$ cat config.mk
export PLATFORM = sky130hd
export DESIGN_NAME = lfu_slot_replacement
export DESIGN_NICKNAME = d
export VERILOG_FILES = /design/src/hdl/lfu_pkg.sv /design/src/hdl/lfu_ram.sv /design/src/hdl/lfu_ctrl.sv /design/src/hdl/lfu_slot_replacement.sv
export SDC_FILE = /design/constraint.sdc
export NUM_CORES = 1
export LEC_CHECK = 0
export BUFFER_PORTS_ARGS = -buffer_cell sky130_fd_sc_hd__buf_2
export CAP_MARGIN = 20
export CELL_PAD_IN_SITES_DETAIL_PLACEMENT = 2
export CELL_PAD_IN_SITES_GLOBAL_PLACEMENT = 2
export CORE_ASPECT_RATIO = 1.2
export CORE_MARGIN = 2
export CORE_UTILIZATION = 49
export CTS_CLUSTER_DIAMETER = 100
export DETAILED_ROUTE_END_ITERATION = 16
export GPL_TIMING_DRIVEN = 0
export HOLD_SLACK_MARGIN = 0.05
export PLACE_DENSITY = 0.81
export SYNTH_ARGS = -nofsm -noshare
export SYNTH_HDL_FRONTEND = slang
export SYNTH_SLANG_ARGS = --single-unit
$ cat constraint.sdc
create_clock -name clk -period 6.7 [get_ports clk]
set_input_delay 1.675 -clock clk [delete_from_list [all_inputs] [get_ports clk]]
set_output_delay 1.675 -clock clk [all_outputs]
set_load 0.03 [all_outputs]
$ cat src/hdl/lfu_pkg.sv
// Shared constants and types for the LFU slot replacement block.
// Used by the scan controller and the top level; depends on nothing.
`timescale 1ns / 1ps

package lfu_pkg;

  // Table size and id width.
  localparam int MAX_SLOTS = 16;
  localparam int ID_BITS   = 10;

  // Field widths fixed by the interface.
  localparam int CFG_BITS      = 5;
  localparam int COUNT_BITS    = 16;
  localparam int STAMP_BITS    = 32;
  localparam int OUT_SLOT_BITS = 4;

  // Widths derived from the table size.
  localparam int SLOT_BITS = (MAX_SLOTS > 1) ? $clog2(MAX_SLOTS) : 1;
  localparam int LIM_BITS  = $clog2(MAX_SLOTS + 1);
  localparam int WIDE_BITS = (LIM_BITS > CFG_BITS) ? LIM_BITS : CFG_BITS;

  // Saturation limits.
  localparam logic [COUNT_BITS-1:0] COUNT_MAX = '1;
  localparam logic [STAMP_BITS-1:0] STAMP_MAX = '1;

  // One table entry as stored in the memory.
  typedef struct packed {
    logic [ID_BITS-1:0]    id;
    logic [COUNT_BITS-1:0] count;
    logic [STAMP_BITS-1:0] stamp;
  } entry_t;

  localparam int ENTRY_BITS = $bits(entry_t);

  // Memory request from the controller to the entry RAM.
  typedef struct packed {
    logic                 rd_en;
    logic [SLOT_BITS-1:0] rd_addr;
    logic                 wr_en;
    logic [SLOT_BITS-1:0] wr_addr;
    entry_t               wr_data;
  } mem_req_t;

  // Controller states, one-hot.
  typedef enum logic [3:0] {
    ST_IDLE   = 4'b0001,
    ST_SCAN   = 4'b0010,
    ST_DRAIN  = 4'b0100,
    ST_COMMIT = 4'b1000
  } state_t;

endpackage

$ cat src/hdl/lfu_ram.sv
// Generic single-port-write, single-port-read synchronous RAM.
// Read data is registered; no package dependency.
`timescale 1ns / 1ps

module lfu_ram #(
  parameter int WIDTH     = 8,
  parameter int DEPTH     = 16,
  parameter int ADDR_BITS = 4
) (
  input  logic                 clk,
  input  logic                 wr_en,
  input  logic [ADDR_BITS-1:0] wr_addr,
  input  logic [WIDTH-1:0]     wr_data,
  input  logic                 rd_en,
  input  logic [ADDR_BITS-1:0] rd_addr,
  output logic [WIDTH-1:0]     rd_data
);

  logic [WIDTH-1:0] mem [DEPTH];

  // Write port.
  always_ff @(posedge clk) begin
    if (wr_en) begin
      mem[wr_addr] <= wr_data;
    end
  end

  // Registered read port.
  always_ff @(posedge clk) begin
    if (rd_en) begin
      rd_data <= mem[rd_addr];
    end
  end

endmodule

$ cat src/hdl/lfu_ctrl.sv
// Scan controller: walks the entry RAM one slot per cycle, finds a hit, a free
// slot and the least-count oldest victim, then writes back. Uses lfu_pkg.
`timescale 1ns / 1ps

module lfu_ctrl (
  input  logic                              clk,
  input  logic                              rst,
  input  logic                              start,
  input  logic [lfu_pkg::ID_BITS-1:0]       item_id,
  input  logic [lfu_pkg::LIM_BITS-1:0]      limit,
  output logic                              busy,
  output lfu_pkg::mem_req_t                 mem_req,
  input  lfu_pkg::entry_t                   rd_entry,
  output logic                              done,
  output logic                              was_hit,
  output logic [lfu_pkg::OUT_SLOT_BITS-1:0] slot_index,
  output logic [lfu_pkg::COUNT_BITS-1:0]    count_now,
  output logic                              evicted_valid,
  output logic [lfu_pkg::ID_BITS-1:0]       evicted_id
);

  lfu_pkg::state_t state;
  lfu_pkg::state_t state_next;

  logic [lfu_pkg::LIM_BITS-1:0]   issue_cnt;
  logic [lfu_pkg::LIM_BITS-1:0]   lim_q;
  logic [lfu_pkg::ID_BITS-1:0]    id_q;
  logic                           pv;
  logic [lfu_pkg::SLOT_BITS-1:0]  pslot;
  logic                           hit;
  logic [lfu_pkg::SLOT_BITS-1:0]  hit_slot;
  logic [lfu_pkg::COUNT_BITS-1:0] hit_count;
  logic                           have_free;
  logic [lfu_pkg::SLOT_BITS-1:0]  free_slot;
  logic [lfu_pkg::SLOT_BITS-1:0]  best_slot;
  logic [lfu_pkg::COUNT_BITS-1:0] best_count;
  logic [lfu_pkg::STAMP_BITS-1:0] best_stamp;
  logic [lfu_pkg::ID_BITS-1:0]    best_id;
  logic [lfu_pkg::STAMP_BITS-1:0] item_clock;
  logic [lfu_pkg::MAX_SLOTS-1:0]  used_q;

  logic                           accept;
  logic                           last_issue;
  logic                           better;
  logic [lfu_pkg::SLOT_BITS-1:0]  commit_slot;
  logic [lfu_pkg::COUNT_BITS-1:0] commit_count;

  assign busy       = (state != lfu_pkg::ST_IDLE);
  assign accept     = start && !busy;
  assign last_issue = (issue_cnt == lim_q - lfu_pkg::LIM_BITS'(1));

  // Victim order: smaller count wins, then smaller stamp, then lower slot.
  assign better = (rd_entry.count < best_count) ||
                  ((rd_entry.count == best_count) && (rd_entry.stamp < best_stamp));

  // Sequencer.
  always_comb begin
    state_next = state;
    unique case (state)
      lfu_pkg::ST_IDLE: begin
        if (accept) begin
          state_next = lfu_pkg::ST_SCAN;
        end
      end
      lfu_pkg::ST_SCAN: begin
        if (last_issue) begin
          state_next = lfu_pkg::ST_DRAIN;
        end
      end
      lfu_pkg::ST_DRAIN:  state_next = lfu_pkg::ST_COMMIT;
      lfu_pkg::ST_COMMIT: state_next = lfu_pkg::ST_IDLE;
      default:            state_next = lfu_pkg::ST_IDLE;
    endcase
  end

  always_ff @(posedge clk) begin
    if (rst) begin
      state <= lfu_pkg::ST_IDLE;
    end else begin
      state <= state_next;
    end
  end

  // Slot chosen at commit and its new count.
  always_comb begin
    if (hit) begin
      commit_slot  = hit_slot;
      commit_count = (hit_count == lfu_pkg::COUNT_MAX) ? hit_count
                                                       : hit_count + 1'b1;
    end else if (have_free) begin
      commit_slot  = free_slot;
      commit_count = lfu_pkg::COUNT_BITS'(1);
    end else begin
      commit_slot  = best_slot;
      commit_count = lfu_pkg::COUNT_BITS'(1);
    end
  end

  // Memory requests: reads during the scan, one write at commit.
  always_comb begin
    mem_req.rd_en         = (state == lfu_pkg::ST_SCAN);
    mem_req.rd_addr       = issue_cnt[lfu_pkg::SLOT_BITS-1:0];
    mem_req.wr_en         = (state == lfu_pkg::ST_COMMIT);
    mem_req.wr_addr       = commit_slot;
    mem_req.wr_data.id    = hit ? id_q : id_q;
    mem_req.wr_data.count = commit_count;
    mem_req.wr_data.stamp = hit ? best_stamp : item_clock;
    if (hit) begin
      // A hit keeps id and stamp; only the count changes, so rewrite the
      // stored stamp captured during the scan.
      mem_req.wr_data.stamp = best_stamp;
    end
  end

  // Read issue counter and return tag.
  always_ff @(posedge clk) begin
    if (rst) begin
      pv <= 1'b0;
    end else begin
      pv <= (state == lfu_pkg::ST_SCAN);
    end
    pslot <= issue_cnt[lfu_pkg::SLOT_BITS-1:0];
    if (accept) begin
      issue_cnt <= '0;
      lim_q     <= limit;
      id_q      <= item_id;
    end else if (state == lfu_pkg::ST_SCAN) begin
      issue_cnt <= issue_cnt + 1'b1;
    end
  end

  // Scan results, one returned entry per cycle.
  always_ff @(posedge clk) begin
    if (accept) begin
      hit       <= 1'b0;
      have_free <= 1'b0;
    end else if (pv) begin
      if (used_q[pslot]) begin
        if (!hit && (rd_entry.id == id_q)) begin
          hit       <= 1'b1;
          hit_slot  <= pslot;
          hit_count <= rd_entry.count;
        end
      end else if (!have_free) begin
        have_free <= 1'b1;
        free_slot <= pslot;
      end
    end
  end

  // Victim tracking; the hit slot's stamp is kept here too for write-back.
  always_ff @(posedge clk) begin
    if (pv) begin
      if (used_q[pslot] && !hit && (rd_entry.id == id_q)) begin
        best_stamp <= rd_entry.stamp;
      end else if (!hit && ((pslot == '0) || better)) begin
        best_slot  <= pslot;
        best_count <= rd_entry.count;
        best_stamp <= rd_entry.stamp;
        best_id    <= rd_entry.id;
      end
    end
  end

  // Used bits and stamp clock.
  always_ff @(posedge clk) begin
    if (rst) begin
      used_q     <= '0;
      item_clock <= '0;
    end else if (state == lfu_pkg::ST_COMMIT) begin
      if (!hit) begin
        used_q[commit_slot] <= 1'b1;
      end
      if (item_clock != lfu_pkg::STAMP_MAX) begin
        item_clock <= item_clock + 1'b1;
      end
    end
  end

  // Result register, shown for one cycle after commit.
  always_ff @(posedge clk) begin
    if (rst) begin
      done <= 1'b0;
    end else begin
      done <= (state == lfu_pkg::ST_COMMIT);
    end
    if (state == lfu_pkg::ST_COMMIT) begin
      was_hit       <= hit;
      slot_index    <= lfu_pkg::OUT_SLOT_BITS'(commit_slot);
      count_now     <= commit_count;
      evicted_valid <= !hit && !have_free;
      evicted_id    <= (!hit && !have_free) ? best_id : '0;
    end
  end

`ifndef SYNTHESIS
  a_done_after_commit: assert property (@(posedge clk) disable iff (rst)
    done |-> $past(state == lfu_pkg::ST_COMMIT))
    else $error("result strobe without a commit");

  a_accept_busy: assert property (@(posedge clk) disable iff (rst)
    accept |=> busy)
    else $error("request accepted but controller not busy");

  a_evict_not_hit: assert property (@(posedge clk) disable iff (rst)
    (done && evicted_valid) |-> !was_hit)
    else $error("eviction reported on a hit");

  a_evict_id_zero: assert property (@(posedge clk) disable iff (rst)
    (done && !evicted_valid) |-> (evicted_id == '0))
    else $error("evicted id nonzero without eviction");
`endif

endmodule

$ cat src/hdl/lfu_slot_replacement.sv
// Top level of the LFU slot replacement block: limit register, entry RAM and
// scan controller. Uses lfu_pkg, lfu_ram and lfu_ctrl.
`timescale 1ns / 1ps

// Usage
// A request is taken at a rising edge where start is high and busy is low;
// item_id is sampled then. The block looks the id up in its slot table and
// answers with one result: was_hit, slot_index, count_now, evicted_valid and
// evicted_id, shown for exactly one cycle while done is high.
// The entry RAM is read one slot per cycle over the active limit, then the
// controller drains the last read and commits the write-back, and a new
// request can be taken in the cycle where done is shown.
// The user must write the limit register (slots_in_use_we / slots_in_use)
// only while idle; the block does not enforce this. Zero acts as one slot
// and values above the table size act as the full table.
// Reset clears the used bits, the stamp clock and the controller, and sets
// the limit to the full table; no clearing pass is needed.
// The receiver cannot stall: each result is taken in the cycle it is shown.

module lfu_slot_replacement (
  input  logic                              clk,
  input  logic                              rst,
  input  logic                              start,
  output logic                              busy,
  input  logic [lfu_pkg::ID_BITS-1:0]       item_id,
  input  logic                              slots_in_use_we,
  input  logic [lfu_pkg::CFG_BITS-1:0]      slots_in_use,
  output logic                              done,
  output logic                              was_hit,
  output logic [lfu_pkg::OUT_SLOT_BITS-1:0] slot_index,
  output logic [lfu_pkg::COUNT_BITS-1:0]    count_now,
  output logic                              evicted_valid,
  output logic [lfu_pkg::ID_BITS-1:0]       evicted_id
);

  logic [lfu_pkg::CFG_BITS-1:0]  limit_reg;
  logic [lfu_pkg::WIDE_BITS-1:0] limit_wide;
  logic [lfu_pkg::LIM_BITS-1:0]  limit;
  lfu_pkg::mem_req_t             mem_req;
  lfu_pkg::entry_t               rd_entry;
  logic [lfu_pkg::ENTRY_BITS-1:0] rd_data;

  // Limit register.
  always_ff @(posedge clk) begin
    if (rst) begin
      limit_reg <= lfu_pkg::CFG_BITS'(lfu_pkg::MAX_SLOTS);
    end else if (slots_in_use_we) begin
      limit_reg <= slots_in_use;
    end
  end

  // Clamp the limit into one to the table size.
  always_comb begin
    limit_wide = lfu_pkg::WIDE_BITS'(limit_reg);
    if (limit_wide == '0) begin
      limit_wide = lfu_pkg::WIDE_BITS'(1);
    end else if (limit_wide > lfu_pkg::WIDE_BITS'(lfu_pkg::MAX_SLOTS)) begin
      limit_wide = lfu_pkg::WIDE_BITS'(lfu_pkg::MAX_SLOTS);
    end
    limit = lfu_pkg::LIM_BITS'(limit_wide);
  end

  assign rd_entry = lfu_pkg::entry_t'(rd_data);

  lfu_ram #(
    .WIDTH    (lfu_pkg::ENTRY_BITS),
    .DEPTH    (lfu_pkg::MAX_SLOTS),
    .ADDR_BITS(lfu_pkg::SLOT_BITS)
  ) u_ram (
    .clk    (clk),
    .wr_en  (mem_req.wr_en),
    .wr_addr(mem_req.wr_addr),
    .wr_data(mem_req.wr_data),
    .rd_en  (mem_req.rd_en),
    .rd_addr(mem_req.rd_addr),
    .rd_data(rd_data)
  );

  lfu_ctrl u_ctrl (
    .clk          (clk),
    .rst          (rst),
    .start        (start),
    .item_id      (item_id),
    .limit        (limit),
    .busy         (busy),
    .mem_req      (mem_req),
    .rd_entry     (rd_entry),
    .done         (done),
    .was_hit      (was_hit),
    .slot_index   (slot_index),
    .count_now    (count_now),
    .evicted_valid(evicted_valid),
    .evicted_id   (evicted_id)
  );

endmodule

# Word level (Yosys, flattened, before mapping)
# Memories as Yosys holds them, arrays and structs flattened. A register that Yosys moved wholly into a read port is not among the register bits.
# Index checks and enable logic that the tools add are counted.
op_classes:
  reduce_logical: 26
  mux: 17
  n_eq_ne: 12
  bitwise: 6
  magnitude_cmp: 6
  add_sub_neg: 4
ops:
  columns: ["op", "n"]
  rows:
  - ["2-to-1 mux 32 bit", 3]
  - ["adder 32 x 1 -> 32 bit (second input constant)", 1]
  - ["< comparator 32 bit", 1]
  - ["2-to-1 mux 16 bit", 2]
  - ["!= test 32 bit (second input constant)", 1]
  - ["adder 16 x 1 -> 16 bit (second input constant)", 1]
  - ["equality test 16 bit", 1]
  - ["equality test 16 bit (second input constant)", 1]
  - ["< comparator 16 bit", 1]
  - ["2-to-1 mux 4 bit", 4]
  - ["bitwise OR 16 bit", 1]
  - ["case mux 4 bit (3 select lines)", 1]
  - ["equality test 10 bit", 1]
  - ["< comparator 4 x 5 -> 1 bit (second input constant)", 2]
  - ["AND reduction 2 bit", 5]
  - ["logical AND 1 bit", 8]
  - ["AND reduction 4 bit", 2]
  - ["AND reduction 3 bit", 2]
  - ["adder 5 x 1 -> 5 bit (second input constant)", 1]
  - ["equality test 5 bit", 1]
  - ["greater-than comparator 5 bit (second input constant)", 1]
  - ["logical NOT 5 bit", 1]
  - ["2-to-1 mux 5 bit", 1]
  - ["inverter 1 bit", 5]
  - ["16 further kinds", 23]
word_totals:
  word_cells: 97
  mem_bits_rw: 928
  mem_count: 1
  in_bits: 19
  out_inout_bits: 34
  reg_bits: 203
mem_list:
  columns: ["memory", "words", "width", "rd", "rd_clocked_by_memory_dff", "write_ports", "line", "text"]
  rows:
  - ["u_ram.mem", 16, 58, 1, 1, 1, "lfu_ram.sv:19", "logic [WIDTH-1:0] mem [DEPTH];"]

# Logic depth before layout (Yosys ltp)
depth:
  word_depth: 7
  mapped_depth: 9

# Modules after synthesis
# Synthesis repeated with hierarchy kept, for this count alone.
unflattened:
  hier_cells: 2297
  area_unflattened_um2: 45832.7
by_module_without_submodules:
  columns: ["mod", "instances", "cells_per_inst", "area_each_um2", "seq_area_each_um2"]
  rows:
  - ["lfu_ram", 1, 1496, 36476.2, 29608.4]
  - ["lfu_ctrl", 1, 778, 9143.8, 5295.1]
  - ["lfu_slot_replacement", 1, 23, 212.7, 100.1]

# Worst setup path before layout
# OpenSTA, ideal clock, no wires.
synth_timing:
  path_kind: "reg2reg"
  start: "register u_ctrl.state[2]"
  end: "register u_ctrl.state[2]"
  stages_incl_launch_ff: 5
  path_buffers: 0
  path_slack_ns: 0.953
  setup_time_ns: 0.121
  t_arrival_ns: 5.626
  synth_period_minus_slack_ns: 5.747
  cell_sequence: "dfxtp_1 nand2b_1 nor3_1 o41ai_1 and2_1"
synth_rtl:
  columns: ["item", "line", "text"]
  rows:
  - ["start: declaration", "lfu_ctrl.sv:22", "lfu_pkg::state_t state;"]
  - ["start signal: assignment", "lfu_ctrl.sv:78", "state <= lfu_pkg::ST_IDLE;"]
  - ["start signal: assignment", "lfu_ctrl.sv:80", "state <= state_next;"]

# Worst setup path after layout
layout_timing:
  start: "register u_ram.rd_data[46], read port of u_ram.mem"
  end: "register u_ctrl.best_stamp[30] (netlist bit), enable pin"
layout_between:
  elab_chain_cells: 7
  elab_cells_between_ends: 8
  cone_classes: "order compare (1); eq/ne (1); reduce/logical (6)"
layout_lines:
  columns: ["item", "line", "text"]
  rows:
  - ["start: declaration", "lfu_ram.sv:16", "output logic [WIDTH-1:0] rd_data"]
  - ["parallel branches: the longest is 2 deep, another holds < comparator 16 bit", null, null]
  - ["logical OR 1 bit *", "lfu_ctrl.sv:53", "assign better = (rd_entry.count < best_count) ||"]
  - ["logical OR 1 bit *", "lfu_ctrl.sv:156", "end else if (!hit && ((pslot == '0) || better)) begin"]
  - ["logical AND 1 bit *", "lfu_ctrl.sv:156", null]
  - ["nonzero test 2 bit (no source line) *", null, null]
  - ["AND reduction 2 bit (no source line) *", null, null]
  - ["end signal: assignment", "lfu_ctrl.sv:155", "best_stamp <= rd_entry.stamp;"]
  - ["end signal: assignment", "lfu_ctrl.sv:159", "best_stamp <= rd_entry.stamp;"]
  - ["end: declaration", "lfu_ctrl.sv:37", "logic [lfu_pkg::STAMP_BITS-1:0] best_stamp;"]
# Every way passes the cells marked *.
# A chain may end at the register's enable or synchronous reset.

==> impl_results.md <==
* Status: finished clean
* Die W at 284 µm
* Data required, critical path at 7.02 ns
* DRC viols at 0
* Largest regs: u_ram.mem (928), u_ram.rd_data (58)
* Clk_lat worst skew at 0.73 ns
* Syn nets at about 2200
* Max reg flops at 928
* Largest net degree at the start of global routing at 42
* Minimum clock period at 5.10 ns
* Final hold viol count at 0
* Post-synth EDFFs at 1119
* Crit-path cells: ha_1 -> nand4_1 -> or3_1 -> a2111oi_0 -> o2111ai_1 -> o22ai_1 -> o21a_2
* Starting Density at 0.493
* Startpoint Class: flop
* GRT Total Usage at 0.377
* Crit. End Element: flop
* Share of cells above drive strength 1 at 0.278
* Slowest Stage Delay on Critical Path at 1.00 ns
* Pwr Density at 300 nW/µm²
* Worst vdd ir at 0.194 mV
* Slowest CP cell: o21a_2
* Area of placed instances at between 40000 and 50000 µm²
* Vias in the first global route at around 28000
* Max-cap violations at 0
* Post-CTS resize count at 0
* Rows at 123
* Via-to-Cell Ratio at 7.41
* Ys Warns at 0
* Total CTS buffers at 114
* Post-Synthesis Cells at 2172
* Yosys cell types at between 60 and 70
* Main synth FF type: edfxtp_1
* Layout area overhead at 16.1%
* Largest fanout on the critical path at 32
* Mapped Area at between 40000 and 50000 µm²
* Die footprint at 96200 µm²
* Vias post-DR at 28000
* Slew HR at 0.0916
* Postcts setup bufs at 0
* #FFs+latches synth at 1189
* WP data arrival at 5.42 ns
* Placed Cells at roughly 3500
* Register area share after synthesis at 0.762
* Core Region at between 90000 and 100000 µm²
* H-Tree Level Count at 3
* Input/output buffers at between 50 and 60
* Async S/R FF share, synth at 0
* CTS tree: done
* Worst-Margin Slew at 1.36 ns
* Clock Skew at between 0.04 and 0.05 ns
* Routed Antenna Nets at 0
* Final Core Density at 0.572
* Final Cycle Share at 0.762
* Root buffer cell: clkbuf_16
* Final Cell Area at 53300 µm²
* WL/cell at 52.0 µm
* Fin cells at 3774
* Worst hold path type: reg2reg
* Static Leak at 0.0170 µW
* Height of the chip at 339 µm
* Max Fclk at 196 MHz
* Max Buffers Root-to-Sink at 3
* Grt total ovfl at 0
* Total I/O pin count at 53
* CTS Hold Bufs at 0
* Fin. max-slew vios at 0
* Clock sinks at 1189
* Worst setup path class: reg2reg
* DR pass1 iterations at 6
* Reg with most FFs: u_ram.mem
* DR iter-0 viols at between 4000 and 5000
* Drt total wl at 196000 µm
* DP HPWL at about 100000 µm
* Nets at 2494
* RSZ-0062 raised after global routing: false
* First-pass GRT wire length at 248000 µm
* Total power at 16000 µW
* Routability congestion estimate from global placement at 0.766
* Setup TNS Final at 0 ns
* Antenna violations before repair at 12
* Synthesized area per cell at ~21 µm²
* Final Setup Violations at 0
* Clock Pin Slew Worst Setup and Hold Paths at 0.08 ns
[through the flow]
step | setup slack [ns] | hold WS [ns]
final | 1.60 | 0.371
after global routing | 1.68 | 0.377
after CTS | 2.14 | 0.371
after detailed placement | 2.42 | 0.370
after global placement | -4.80 | 0.335
after floorplan | 0.953 | 0.329
[worst max-delay path: cells and delay by family, from the launching register on]
family	cells	cell delay [ns]
fa+ha+maj	1	0.47
compound gates	4	2.90
flops	1	0.51
simple gates	2	0.79
[worst paths after layout]
path | cells past startpoint | slack [ns] | endpoint | from
worst max register to register | 7 | 1.60 | u_ctrl.best_stamp[30] | u_ram.rd_data[46]
worst min-delay path | 0 | 0.37 | u_ctrl.pslot[2] | u_ctrl.issue_cnt[2]
worst max-delay path | 7 | 1.60 | u_ctrl.best_stamp[30] | u_ram.rd_data[46]
worst min register to register | 0 | 0.37 | u_ctrl.pslot[2] | u_ctrl.issue_cnt[2]
[Yosys cell counts, types with 8 or more instances]
library cell / count / area, µm²
nand3_1: 25 / 125
mux2i_1: 13 / 130
mux4_2: 294 / 6620
a21oi_1: 49 / 245
ha_1: 53 / 663
buf_2: 23 / 115
xnor2_1: 30 / 263
mux2_2: 31 / 349
nand2_1: 45 / 169
dfxtp_1: 70 / 1400
nand2b_1: 8 / 50.1
nor3_1: 18 / 90.1
buf_1: 16 / 60.1
inv_1: 58 / 218
and2_1: 17 / 106
nor2_1: 102 / 383
nor4_1: 13 / 81.3
edfxtp_1: 1119 / 33600
xor2_1: 28 / 245
clkbuf_1: 47 / 176
o21ai_0: 16 / 80.1
nand4_1: 23 / 144
[layout by cell type (no fill, tap or decap), drive strengths merged, types with 4 or more instances in the layout]
cell	n
a31oi	4
a21oi	49
clkinv	49
a211oi	4
and3	5
nand4	26
mux2	31
xor2	28
and2	18
edfxtp	1119
nor4	15
clkbuf	192
ha	53
nand2	45
or4	6
nor2	103
xnor2	30
mux4	294
nor3	18
inv	60
nand2b	8
mux2i	13
dfxtp	70
buf	174
o21ai	16
nand3	25
bufinv	20
and4	7
[cell type report]
class / count / area, µm²
fillers: 7583 / 39900
flip-flops and latches: 1189 / 35000
multi-input cells: 834 / 10500
clock buffers: 143 / 3090
repair buffers: 134 / 1720
well taps: 1250 / 1560
clock inverters: 72 / 858
plain buffers: 89 / 382
inverters: 60 / 225
diodes: 3 / 7.51
[metal layers]
layer / vias up / part of all wire / GRT usage
met5: - / 0.00062 / 0
met4: 18 / 0.077 / 0.203
met3: 850 / 0.11 / 0.0739
met2: 2766 / 0.48 / 0.616
met1: 14900 / 0.34 / 0.481
li1: 9448 / - / -
[power breakdown]
| group | internal, µW | leakage (µW) | switching [µW] |
|---|---|---|---|
| sequential | 8050 | 0.0109 | 50.8 |
| combinational | 202 | 0.00422 | 263 |
| clock | 4040 | 0.00194 | 3400 |
[cells by family after synthesis]
family	synth area share
and+or+nand+nor	0.0334
xor gates and xnor gates	0.0111
AOI/OAI and AO/OA	0.0113
muxes	0.155
buffers and inverters	0.0132
DFF	0.762
adders and majority gates	0.0144
No activity file was read; power rests on OpenSTA's default activity.
